$ cat src/hw/rtl/hsc_pkg.sv
`default_nettype none
package hsc_pkg;

  typedef struct packed {
    logic signed [19:0] hip_x;
    logic signed [19:0] hip_y;
    logic signed [19:0] hip_z;
  } in_t;

  typedef struct packed {
    logic signed [31:0] force_x;
    logic signed [31:0] force_y;
    logic signed [31:0] force_z;
    logic signed [19:0] ball_x;
    logic signed [19:0] ball_y;
    logic signed [19:0] ball_z;
    logic               in_contact;
  } out_t;

  typedef struct packed {
    logic [17:0] half_side;
    logic [15:0] hip_radius;
    logic [15:0] ball_radius;
    logic [23:0] probe_wall_k;
    logic [23:0] ball_wall_k;
    logic [23:0] contact_k;
    logic [31:0] damping;
    logic [23:0] inv_mass;
  } cfg_t;

  localparam int CFG_IDX_W  = 4;
  localparam int DIV_STEPS  = 58;
  localparam int SQRT_STEPS = 31;
  localparam int DT_STEPS   = 4;

  localparam logic [CFG_IDX_W-1:0] REG_HALF_SIDE    = 4'd0;
  localparam logic [CFG_IDX_W-1:0] REG_HIP_RADIUS   = 4'd1;
  localparam logic [CFG_IDX_W-1:0] REG_BALL_RADIUS  = 4'd2;
  localparam logic [CFG_IDX_W-1:0] REG_PROBE_WALL_K = 4'd3;
  localparam logic [CFG_IDX_W-1:0] REG_BALL_WALL_K  = 4'd4;
  localparam logic [CFG_IDX_W-1:0] REG_CONTACT_K    = 4'd5;
  localparam logic [CFG_IDX_W-1:0] REG_DAMPING      = 4'd6;
  localparam logic [CFG_IDX_W-1:0] REG_INV_MASS     = 4'd7;

  typedef enum logic [4:0] {
    OP_NOP,
    OP_LOAD,
    OP_SQ,
    OP_WH,
    OP_WB,
    OP_RT_INIT,
    OP_RT_STEP,
    OP_CMUL,
    OP_DIV_STEP,
    OP_CFC,
    OP_D1,
    OP_D2,
    OP_D3,
    OP_ACC,
    OP_DT_STEP,
    OP_VUPD,
    OP_PUPD,
    OP_OUT
  } op_t;

  typedef struct packed {
    op_t        op;
    logic [1:0] axis;
  } cmd_t;

  typedef struct packed {
    logic contact_nz;
  } sts_t;

endpackage
`default_nettype wire

$ cat src/hw/rtl/hsc_cfg.sv
`default_nettype none
module hsc_cfg import hsc_pkg::*; (
  input  logic                 clk,
  input  logic                 rst,
  input  logic                 cfg_valid,
  output logic                 cfg_ready,
  input  logic [CFG_IDX_W-1:0] cfg_index,
  input  logic [31:0]          cfg_data,
  output cfg_t                 cfg
);

  assign cfg_ready = 1'b1;

  always_ff @(posedge clk) begin
    if (rst) begin
      cfg.half_side    <= 18'd16640;
      cfg.hip_radius   <= 16'd1280;
      cfg.ball_radius  <= 16'd2560;
      cfg.probe_wall_k <= 24'd31457;
      cfg.ball_wall_k  <= 24'd262144;
      cfg.contact_k    <= 24'd31457;
      cfg.damping      <= 32'd33554;
      cfg.inv_mass     <= 24'd51200;
    end else if (cfg_valid && cfg_ready) begin
      case (cfg_index)
        REG_HALF_SIDE:    cfg.half_side    <= cfg_data[17:0];
        REG_HIP_RADIUS:   cfg.hip_radius   <= cfg_data[15:0];
        REG_BALL_RADIUS:  cfg.ball_radius  <= cfg_data[15:0];
        REG_PROBE_WALL_K: cfg.probe_wall_k <= cfg_data[23:0];
        REG_BALL_WALL_K:  cfg.ball_wall_k  <= cfg_data[23:0];
        REG_CONTACT_K:    cfg.contact_k    <= cfg_data[23:0];
        REG_DAMPING:      cfg.damping      <= cfg_data;
        REG_INV_MASS:     cfg.inv_mass     <= cfg_data[23:0];
        default: ;
      endcase
    end
  end

endmodule
`default_nettype wire

$ cat config.mk
export PLATFORM = sky130hd
export DESIGN_NAME = hsc_cfg
export DESIGN_NICKNAME = d
export VERILOG_FILES = /design/src/hw/rtl/hsc_pkg.sv /design/src/hw/rtl/hsc_cfg.sv
export SDC_FILE = /design/constraint.sdc
export NUM_CORES = 1
export LEC_CHECK = 0
export BUFFER_PORTS_ARGS = -buffer_cell sky130_fd_sc_hd__buf_2
export CAP_MARGIN = 20
export CELL_PAD_IN_SITES_DETAIL_PLACEMENT = 1
export CELL_PAD_IN_SITES_GLOBAL_PLACEMENT = 2
export CORE_ASPECT_RATIO = 0.7
export CORE_MARGIN = 5
export CORE_UTILIZATION = 25
export DETAILED_ROUTE_END_ITERATION = 8
export GPL_TIMING_DRIVEN = 1
export PLACE_DENSITY_LB_ADDON = 0.1
export SLEW_MARGIN = 20
export SYNTH_ARGS = -nofsm -noshare
export SYNTH_HDL_FRONTEND = slang
export SYNTH_SLANG_ARGS = --single-unit
$ cat constraint.sdc
create_clock -name clk -period 3.5 [get_ports clk]
set_input_delay 1.05 -clock clk [delete_from_list [all_inputs] [get_ports clk]]
set_output_delay 1.05 -clock clk [all_outputs]
set_load 0.02 [all_outputs]
==> summary.md <==
| Metric | Value |
|---|---|
| Clock H-tree levels | `4` |
| Critical path depth in cells | `4` |
| CP startpoint kind | `input port` |
| DP Worst Slack | `0.9159 ns` |
| Crit share post-route | `0.6146` |
| Initial Utilization | `0.2526` |
| Critical path type | `input port to flop` |
| Post-DRT Antenna Nets | `0` |
| Crit path max-delay family | `simple AND/OR/NAND/NOR gates` |
| Worst path cell trace | `buf_2 -> and3b_1 -> nand2_2 -> mux2i_1` |
| Overall Global Routing Usage | `0.1555` |
| Tightest Pin Transition | `0.8927 ns` |
| HPWL after DPL | `18,110 microns` |
| Max-cap violations | `0` |
| Register area share after synthesis | `0.5093` |
| First-pass detailed-route iteration total | `4` |
| Wirelength, routed | `24,840 microns` |
| Root Buffer | `clkbuf_16` |
| R2r setup slk | `2.80 ns` |
| Net count, final | `921` |
| Status | `finished clean` |
| Vias in the first global route | `6,057` |
| Fin crit period | `2.151 ns` |
| Clock sinks | `178` |
| Row count | `51` |
| ANT cells | `0` |
| Fmax achieved | `464.9 MHz` |
| Gate Count Post-Synth | `688` |
| Antenna violations before repair | `0` |
| Synth top area share | `0.5093` |
| Vias | `5,560` |
| Cell Area, Synth | `0.006997 sq mm` |
| Cell variety after synth | `28` |
| CTS tree | `built` |
| Worst path bufs/invs | `1` |
| Hold WS | `0.4733 ns` |
| Crit path max-delay cell type | `nand2_2` |
| I/O Buffers | `216` |
| Area growth, synth to finish | `27.88%` |
| Synth area leaders | `dfxtp_1 (51%), mux2i_1 (19%), nand2b_1 (12%)` |
| Biggest area consumer among synthesized cells | `dfxtp_1` |
| Crit path largest cell delay | `0.57 ns` |
| Syn Nets | `727` |
| DRC | `0` |
| Max IR drop VDD | `0.2936 mV` |
| Crit path to | `cfg[60]` |
| Synth Area per Inst | `10.17 sq um` |
| Reg-to-Reg End | `cfg[134]` |
| Ports | `218` |
| RSZ-0062 raised after global routing | `no` |
| Avg Vias per Cell | `4.392` |
| CTS max path bufs | `2` |
| Worst r2r path cells | `2` |
| Die X-Extent | `210.0 microns` |
| Final Max Slew Viols | `0` |
| Setup TNS | `0 ns` |
| Final Setup Violations | `0` |
| Worst hold path type | `flop to flop` |
| First-pass GRT wire length | `37,470 microns` |
| Hold Buf Count CTS | `0` |
| Synth warnings | `0` |
| Drt first-iter violations | `193` |
| Crit Path Max Fanout | `24` |
| Fillcell total | `3,200` |
| Critical Path Sink Type | `flop` |
| Beginning of the critical path | `cfg_index[3]` |
| Total gr overflow | `0` |
| Power Density | `487.2 mW/mm^2` |
| Reg area | `0.003563 sq mm` |
| Slew margin rel. | `0.4028` |
| Clock Pin Slew Worst Setup and Hold Paths | `0.07 ns` |
| DR WL/cell | `19.62 microns` |
| Tot Pwr | `0.004359 W` |
| Post-layout util | `0.3231` |
| Reg with most FFs | `cfg` |
| Required @ worst endpoint | `3.84 ns` |
| Post-CTS setup buffer count | `0` |
| Skew-Pair Late Insertion Delay | `0.43 ns` |
| RR Startpoint | `cfg[134]` |
| Final Hold Fails | `0` |
| Largest net degree at the start of global routing | `123` |
| FF+latch count, synth | `178` |
| Post-cts gate resize count | `0` |
| Die span in y | `150.0 microns` |
| GP Congestion | `0.7774` |
| Arrival time worst endpoint | `2.50 ns` |
| Multi-input gate area | `0.003113 sq mm` |
| Lkg Pwr | `4.302 nW` |
| Final WS setup | `1.349 ns` |
| Core area | `0.02769 sq mm` |
| TritonCTS buffer count | `17` |
| Largest regs | `cfg (178)` |
| DIE AREA | `0.03149 sq mm` |
| Max FFs per register | `178` |
| Clock skew | `0 ns` |
| Share of cells above drive strength 1 | `0.2983` |
-- placed cells by master (no fill, tap or decap), types with 2 or more instances in the layout --
cell / netlist / final
clkinvlp_4: 0 / 2
inv_6: 0 / 2
a21oi_1: 41 / 41
nand2_2: 2 / 2
clkbuf_16: 0 / 17
mux2i_1: 136 / 136
and3_1: 2 / 2
nand2_1: 2 / 2
bufinv_16: 0 / 3
nand2b_1: 129 / 129
o21ai_0: 41 / 41
dfxtp_1: 178 / 178
nand3_1: 42 / 42
buf_4: 8 / 13
nor2_1: 49 / 49
buf_2: 16 / 215
clkinv_4: 0 / 2
clkinv_2: 0 / 3
clkbuf_1: 20 / 2
-- synth_stat cells (all sizes together) --
cell / number
a211o: 1
a21oi: 41
and2: 1
and3: 2
and3b: 1
buf: 33
clkbuf: 22
conb: 1
dfxtp: 178
mux2i: 136
nand2: 5
nand2b: 129
nand3: 43
nand3b: 1
nor2: 49
nor2b: 2
nor3b: 1
o21ai: 41
or3b: 1
-- power by group --
part / leakage (nW) / switching (W) / internal, W / total, W
Combinational: 2.57 / 0.000196 / 0.000100 / 0.000296
Clock: 0.291 / 0.000851 / 0.00115 / 0.00200
Sequential: 1.44 / 0.0000145 / 0.00205 / 0.00207
-- cell type report --
class	count	share of cell area
well taps	371	0.05188
clock buffers	20	0.04992
multi-input cells	455	0.3479
repair buffers	230	0.1347
flip-flops and latches	178	0.3983
clock inverters	12	0.01734
-- worst register-to-register path, stage by stage (launching register included) --
cell and delay [ns]:
dfxtp_1 0.34, o21ai_0 0.09, a21oi_1 0.18
-- kinds of logic (layout without fill, tap and decap cells) --
kind of cell,count (synthesis),after routing,synth area share
DFF,178,178,0.5093
muxes,136,136,0.1946
buffers and inverters,55,262,0.04685
other,1,1,0.0005360
and+or+nand+nor,235,235,0.1888
AOI/OAI and AO/OA,83,83,0.05991
-- layer usage --
metal  routed length, microns  track usage
met1                    11220       0.1943
met2                    12090       0.2636
met3                     1385      0.05427
met4                      144      0.02869
met5                        0            0
-- per-stage QoR --
step           cells  area, sq um
6_report        1266         8947
3_3_place_gp    1234         8346
2_1_floorplan    688         6997
3_5_place_dp    1234         8346
5_1_grt         1266         8947
4_1_cts         1266         8947
-- worst min path at each step --
stage	startpoint	endpoint	slack [ns]	cells past startpoint
2_1_floorplan	cfg[149]	cfg[149]	0.55	2
3_3_place_gp	cfg[154]	cfg[154]	0.44	1
3_5_place_dp	cfg[55]	cfg[55]	0.47	2
4_1_cts	cfg[55]	cfg[55]	0.48	2
5_1_grt	cfg[55]	cfg[55]	0.50	2
6_report	cfg[55]	cfg[55]	0.47	2
(Power assumes the default switching activity.)
