--- src/hw/rtl/hsc_pkg.sv ---
`default_nettype none
package hsc_pkg;

  typedef struct packed {
    logic signed [19:0] hip_x;
    logic signed [19:0] hip_y;
    logic signed [19:0] hip_z;
  } in_t;

  typedef struct packed {
    logic signed [31:0] force_x;
    logic signed [31:0] force_y;
    logic signed [31:0] force_z;
    logic signed [19:0] ball_x;
    logic signed [19:0] ball_y;
    logic signed [19:0] ball_z;
    logic               in_contact;
  } out_t;

  typedef struct packed {
    logic [17:0] half_side;
    logic [15:0] hip_radius;
    logic [15:0] ball_radius;
    logic [23:0] probe_wall_k;
    logic [23:0] ball_wall_k;
    logic [23:0] contact_k;
    logic [31:0] damping;
    logic [23:0] inv_mass;
  } cfg_t;

  localparam int CFG_IDX_W  = 4;
  localparam int DIV_STEPS  = 58;
  localparam int SQRT_STEPS = 31;
  localparam int DT_STEPS   = 4;

  localparam logic [CFG_IDX_W-1:0] REG_HALF_SIDE    = 4'd0;
  localparam logic [CFG_IDX_W-1:0] REG_HIP_RADIUS   = 4'd1;
  localparam logic [CFG_IDX_W-1:0] REG_BALL_RADIUS  = 4'd2;
  localparam logic [CFG_IDX_W-1:0] REG_PROBE_WALL_K = 4'd3;
  localparam logic [CFG_IDX_W-1:0] REG_BALL_WALL_K  = 4'd4;
  localparam logic [CFG_IDX_W-1:0] REG_CONTACT_K    = 4'd5;
  localparam logic [CFG_IDX_W-1:0] REG_DAMPING      = 4'd6;
  localparam logic [CFG_IDX_W-1:0] REG_INV_MASS     = 4'd7;

  typedef enum logic [4:0] {
    OP_NOP,
    OP_LOAD,
    OP_SQ,
    OP_WH,
    OP_WB,
    OP_RT_INIT,
    OP_RT_STEP,
    OP_CMUL,
    OP_DIV_STEP,
    OP_CFC,
    OP_D1,
    OP_D2,
    OP_D3,
    OP_ACC,
    OP_DT_STEP,
    OP_VUPD,
    OP_PUPD,
    OP_OUT
  } op_t;

  typedef struct packed {
    op_t        op;
    logic [1:0] axis;
  } cmd_t;

  typedef struct packed {
    logic contact_nz;
  } sts_t;

endpackage
`default_nettype wire

--- src/hw/rtl/hsc_ctrl.sv ---
`default_nettype none
module hsc_ctrl import hsc_pkg::*; (
  input  logic clk,
  input  logic rst,
  input  logic in_valid,
  output logic in_stall,
  output logic out_valid,
  input  logic out_stall,
  input  sts_t sts,
  output cmd_t cmd
);

  typedef enum logic [17:0] {
    S_IDLE    = 18'h00001,
    S_SQ      = 18'h00002,
    S_WH      = 18'h00004,
    S_WB      = 18'h00008,
    S_RT_INIT = 18'h00010,
    S_RT      = 18'h00020,
    S_CMUL    = 18'h00040,
    S_CDIV    = 18'h00080,
    S_CFC     = 18'h00100,
    S_D1      = 18'h00200,
    S_D2      = 18'h00400,
    S_D3      = 18'h00800,
    S_ACC     = 18'h01000,
    S_ADIV    = 18'h02000,
    S_VUPD    = 18'h04000,
    S_PDIV    = 18'h08000,
    S_PUPD    = 18'h10000,
    S_OUT     = 18'h20000
  } state_t;

  localparam logic [5:0] DIV_LAST  = 6'(DIV_STEPS - 1);
  localparam logic [5:0] SQRT_LAST = 6'(SQRT_STEPS - 1);
  localparam logic [5:0] DT_LAST   = 6'(DT_STEPS - 1);
  localparam logic [1:0] AXIS_LAST = 2'd2;

  state_t     state, state_next;
  logic [1:0] axis, axis_next;
  logic [5:0] cnt, cnt_next;
  logic       out_valid_next;
  logic       last_axis;

  assign in_stall  = (state != S_IDLE);
  assign last_axis = (axis == AXIS_LAST);
  assign cmd.axis  = axis;

  always_comb begin
    state_next     = state;
    axis_next      = axis;
    cnt_next       = cnt;
    cmd.op         = OP_NOP;
    out_valid_next = out_valid && out_stall;
    case (state)
      S_IDLE: begin
        if (in_valid) begin
          cmd.op     = OP_LOAD;
          axis_next  = '0;
          state_next = S_SQ;
        end
      end
      S_SQ, S_WH, S_WB: begin
        cmd.op    = (state == S_SQ) ? OP_SQ : (state == S_WH) ? OP_WH : OP_WB;
        axis_next = last_axis ? 2'd0 : axis + 2'd1;
        if (last_axis) begin
          state_next = (state == S_SQ) ? S_WH : (state == S_WH) ? S_WB : S_RT_INIT;
        end
      end
      S_RT_INIT: begin
        cmd.op     = OP_RT_INIT;
        cnt_next   = '0;
        state_next = S_RT;
      end
      S_RT: begin
        cmd.op   = OP_RT_STEP;
        cnt_next = cnt + 6'd1;
        if (cnt == SQRT_LAST) state_next = S_CMUL;
      end
      S_CMUL: begin
        // no overlap or coincident centers: contact force is zero, go straight to the dynamics
        if (sts.contact_nz) begin
          cmd.op     = OP_CMUL;
          cnt_next   = '0;
          state_next = S_CDIV;
        end else begin
          axis_next  = '0;
          state_next = S_D1;
        end
      end
      S_CDIV: begin
        cmd.op   = OP_DIV_STEP;
        cnt_next = cnt + 6'd1;
        if (cnt == DIV_LAST) state_next = S_CFC;
      end
      S_CFC: begin
        cmd.op     = OP_CFC;
        axis_next  = last_axis ? 2'd0 : axis + 2'd1;
        state_next = last_axis ? S_D1 : S_CMUL;
      end
      S_D1: begin
        cmd.op     = OP_D1;
        state_next = S_D2;
      end
      S_D2: begin
        cmd.op     = OP_D2;
        state_next = S_D3;
      end
      S_D3: begin
        cmd.op     = OP_D3;
        state_next = S_ACC;
      end
      S_ACC: begin
        cmd.op     = OP_ACC;
        cnt_next   = '0;
        state_next = S_ADIV;
      end
      S_ADIV: begin
        cmd.op   = OP_DT_STEP;
        cnt_next = cnt + 6'd1;
        if (cnt == DT_LAST) state_next = S_VUPD;
      end
      S_VUPD: begin
        cmd.op     = OP_VUPD;
        cnt_next   = '0;
        state_next = S_PDIV;
      end
      S_PDIV: begin
        cmd.op   = OP_DT_STEP;
        cnt_next = cnt + 6'd1;
        if (cnt == DT_LAST) state_next = S_PUPD;
      end
      S_PUPD: begin
        cmd.op     = OP_PUPD;
        axis_next  = last_axis ? 2'd0 : axis + 2'd1;
        state_next = last_axis ? S_OUT : S_D1;
      end
      S_OUT: begin
        // the result register is reloaded only once the previous result has been transferred
        if (!out_valid || !out_stall) begin
          cmd.op         = OP_OUT;
          out_valid_next = 1'b1;
          state_next     = S_IDLE;
        end
      end
      default: state_next = S_IDLE;
    endcase
  end

  always_ff @(posedge clk) begin
    if (rst) begin
      state     <= S_IDLE;
      axis      <= '0;
      cnt       <= '0;
      out_valid <= 1'b0;
    end else begin
      state     <= state_next;
      axis      <= axis_next;
      cnt       <= cnt_next;
      out_valid <= out_valid_next;
    end
  end

  a_accept_starts: assert property (@(posedge clk) disable iff (rst)
    in_valid && !in_stall |=> state == S_SQ && axis == 2'd0)
    else $error("accepted item did not start the geometry pass");

  a_result_from_out: assert property (@(posedge clk) disable iff (rst)
    $rose(out_valid) |-> $past(state == S_OUT))
    else $error("result raised outside the output step");

  a_axis_range: assert property (@(posedge clk) disable iff (rst)
    axis != 2'd3)
    else $error("axis counter out of range");

  a_no_overwrite: assert property (@(posedge clk) disable iff (rst)
    cmd.op == OP_OUT |-> !out_valid || !out_stall)
    else $error("pending result overwritten");

endmodule
`default_nettype wire

--- config.mk ---
export PLATFORM = sky130hd
export DESIGN_NAME = hsc_ctrl
export DESIGN_NICKNAME = d
export VERILOG_FILES = /design/src/hw/rtl/hsc_pkg.sv /design/src/hw/rtl/hsc_ctrl.sv
export SDC_FILE = /design/constraint.sdc
export NUM_CORES = 1
export LEC_CHECK = 0
export ABC_CLOCK_PERIOD_IN_PS = 3200
export BUFFER_PORTS_ARGS = -buffer_cell sky130_fd_sc_hd__buf_2
export CAP_MARGIN = 30
export CORE_ASPECT_RATIO = 2
export CORE_MARGIN = 2
export CORE_UTILIZATION = 45
export DETAILED_ROUTE_END_ITERATION = 8
export SETUP_SLACK_MARGIN = 0.15
export SYNTH_ARGS = -nofsm -noshare
export SYNTH_HDL_FRONTEND = slang
export SYNTH_SLANG_ARGS = --single-unit
--- constraint.sdc ---
create_clock -name clk -period 3.2 [get_ports clk]
set_input_delay 0 -clock clk [delete_from_list [all_inputs] [get_ports clk]]
set_output_delay 0 -clock clk [all_outputs]
set_load 0.01 [all_outputs]
==> results.json <==
{
  "finalMaxSlewViolations": 0,
  "cts_hold_buf": 0,
  "viasPerCell": 6.43,
  "vias": 1923,
  "setup_slack_ps": 380,
  "status": "complete, no violations",
  "setup_viol": 0,
  "pwr-share-clk_pct": 30.0,
  "finalHoldViolCount": 0,
  "clk_pin_slew_ps": 100,
  "ys_warn_count": 0,
  "synth-edff-count": 0,
  "utilization_pct": 50.6,
  "cts_buffers": 3,
  "combinationalPowerShare_pct": 20.3,
  "synth_top_area_share_pct": 27.8,
  "htree_levels": 1,
  "fillers": 437,
  "ys_seq_area_share_pct": 27.8,
  "fp.dieW_um": 50.5,
  "synth_nets": 248,
  "port_buffers": 13,
  "arrival_ps": 2820,
  "area_growth_pct": 7.40,
  "hpwl_um": 4490,
  "period_needed_ps": 2820,
  "final_antenna_net_count": 0,
  "cpPeakStageDelay_ps": 550,
  "max_cap_viol_count": 0,
  "synth_top_flop_cell": "dfxtp_1",
  "powerDensity_nw_per_um2": 338,
  "path_cells": "nor4_2 -> nand3_1 -> or4_4 -> or3b_4 -> nand4_1 -> or3_1 -> buf_2",
  "total_leakage_power_nw": 0.767,
  "power_mw": 0.705,
  "reg2reg_depth": 6,
  "required_ps": 3200,
  "holdPathStages": 3,
  "worst_path_max_delay_cell": "nor4_2",
  "place_ws_ps": 402,
  "cts-root-buf": "clkbuf_8",
  "antenna_found_initial": 0,
  "yosysMostFrequentCell": "dfxtp_1",
  "fmax_ghz": 0.355,
  "grt_usage_pct": 25.4,
  "overflow": 0,
  "crit_family": "simple AND/OR/NAND/NOR gates",
  "start_util_pct": 47.1,
  "cp_max_fo": 10,
  "p_sw_share_pct": 31.8,
  "crit_type": "reg -> out",
  "irDropWorstVdd_v": 0.000296,
  "n_antenna_cell": 0,
  "rsz0062_at_grt": "no",
  "seqPwrFrac_pct": 49.7,
  "worst_pin_slew_ps": 794,
  "cts_buffer_depth": 2,
  "place_inst": 295,
  "min_path_type": "in -> reg",
  "totalWireLength_um": 5790,
  "yosysTopAreaCell": "dfxtp_1",
  "syn_avg_cell_area_um2": 8.10,
  "post-route-period-util_pct": 88.1,
  "synthTopCellsByArea": "dfxtp_1 (28%), a21oi_1 (4.4%), nor2_1 (4.1%)",
  "p_switching_mw": 0.224,
  "relSlewSlack_pct": 46.4,
  "synthTopCellsByCount": "dfxtp_1 (27), nor2_1 (21), a21oi_1 (17)",
  "finClkSkew_ps": 3.55,
  "layout-drive-gt1-share_pct": 17.0,
  "grt_pass1_vias": 1815,
  "wl_per_cell_um": 19.4,
  "die_area_um2": 4890,
  "first_iter_violations": 75,
  "synth_cell_types": 55,
  "ys_ff_latch": 27,
  "clk_latency_ps": 290,
  "core-area_um2": 4130,
  "synthCells": 240,
  "cp-end-kind": "output pin",
  "p_int_mw": 0.481,
  "final-instance-count-excl-fill": 299,
  "tns_ps": 0,
  "startpoint_type": "flop",
  "finalNetCount": 256,
  "cp.depth": 7,
  "cp_num_buf_inv": 1,
  "grt_max_degree": 28,
  "synth_area_um2": 1940,
  "async_flop_share_pct": 0,
  "die_h_um": 97.0,
  "rows": 33,
  "cts_tree": "built",
  "io_pins": 14,
  "grt_first_pass_wirelength_um": 9470,
  "clkSinkCount": 27,
  "place.gp.congestion": 0.949,
  "drc": 0,
  "drt_first_pass_iters": 4
}
[path summary, 6_finish.rpt]
check	to	start	slack [ps]
setup / recovery	cmd[2]	state[1]	380
hold / removal	state[1]	in_valid	20
setup reg to reg	state[4]	state[11]	470
hold reg to reg	cnt[0]	cnt[0]	510
[layout make-up]
| class | count | area, um2 | share of cell area, % |
|---|---|---|---|
| Multi-Input combinational cell | 194 | 1330 | 63.6 |
| Sequential cell | 27 | 541 | 25.9 |
| Timing Repair Buffer | 16 | 87.6 | 4.19 |
| Tap cell | 52 | 65.1 | 3.12 |
| Clock buffer | 4 | 45.0 | 2.16 |
| Inverter | 6 | 22.5 | 1.08 |
[what timing repair did]
item / in CTS / in global routing
gates resized for setup: 0 / 1
endpoints found under the setup margin: 0 / 2
buffers inserted: 0 / 0
[sequential cells by signal (all words and copies together), names as in the netlist]
signal,count
axis,2
state,18
cnt,6
out_valid,1
[layer usage]
metal	track usage (%)	wire [um]	vias to the layer above
met5	0	0	-
li1	-	-	923
met3	2.16	239	24
met4	11.9	264	0
met2	45.2	3130	65
met1	29.3	2150	911
[cell families after synthesis]
kind of cell,Yosys count,synth area share [%]
xor+xnor,10,4.50
simple gates,130,42.9
fa+ha+maj,3,1.93
compound gates,51,18.6
flops,27,27.8
buf+inv,19,4.25
[worst register-to-register path, stage by stage, from the launching register on]
cell and delay, ps:
dfxtp_1 410, nor4_4 540, nand4_1 320, or4_1 610, o311ai_2 210, or2_1 400, nor3b_1 120
[power groups by stage]
stage          logic (mW)  clock network [mW]  registers, mW
2_1_floorplan       0.108                   0          0.353
3_3_place_gp        0.141                   0          0.358
3_5_place_dp        0.140                   0          0.358
4_1_cts             0.141               0.209          0.350
5_1_grt             0.156               0.217          0.352
6_report            0.143               0.212          0.351
[cells in the final DEF, fill, tap and decap left out, drive strengths merged, types with 6 or more instances in the layout]
cell / instances
nand2: 14
nor2: 21
nand2b: 7
or4: 8
nor4: 12
buf: 16
nand4: 8
nor3: 13
inv: 6
a21oi: 17
o21ai: 14
nand3: 8
dfxtp: 27
or3: 10
[metrics by stage]
step / area (um2) / hold slack (ps)
floorplan: 1940 / 159
global placement: 2040 / 350
detailed placement: 2040 / 336
CTS: 2080 / 32.8
global route: 2090 / 39.7
finish: 2090 / 24.4
No activity file was read; power rests on OpenSTA's default activity.
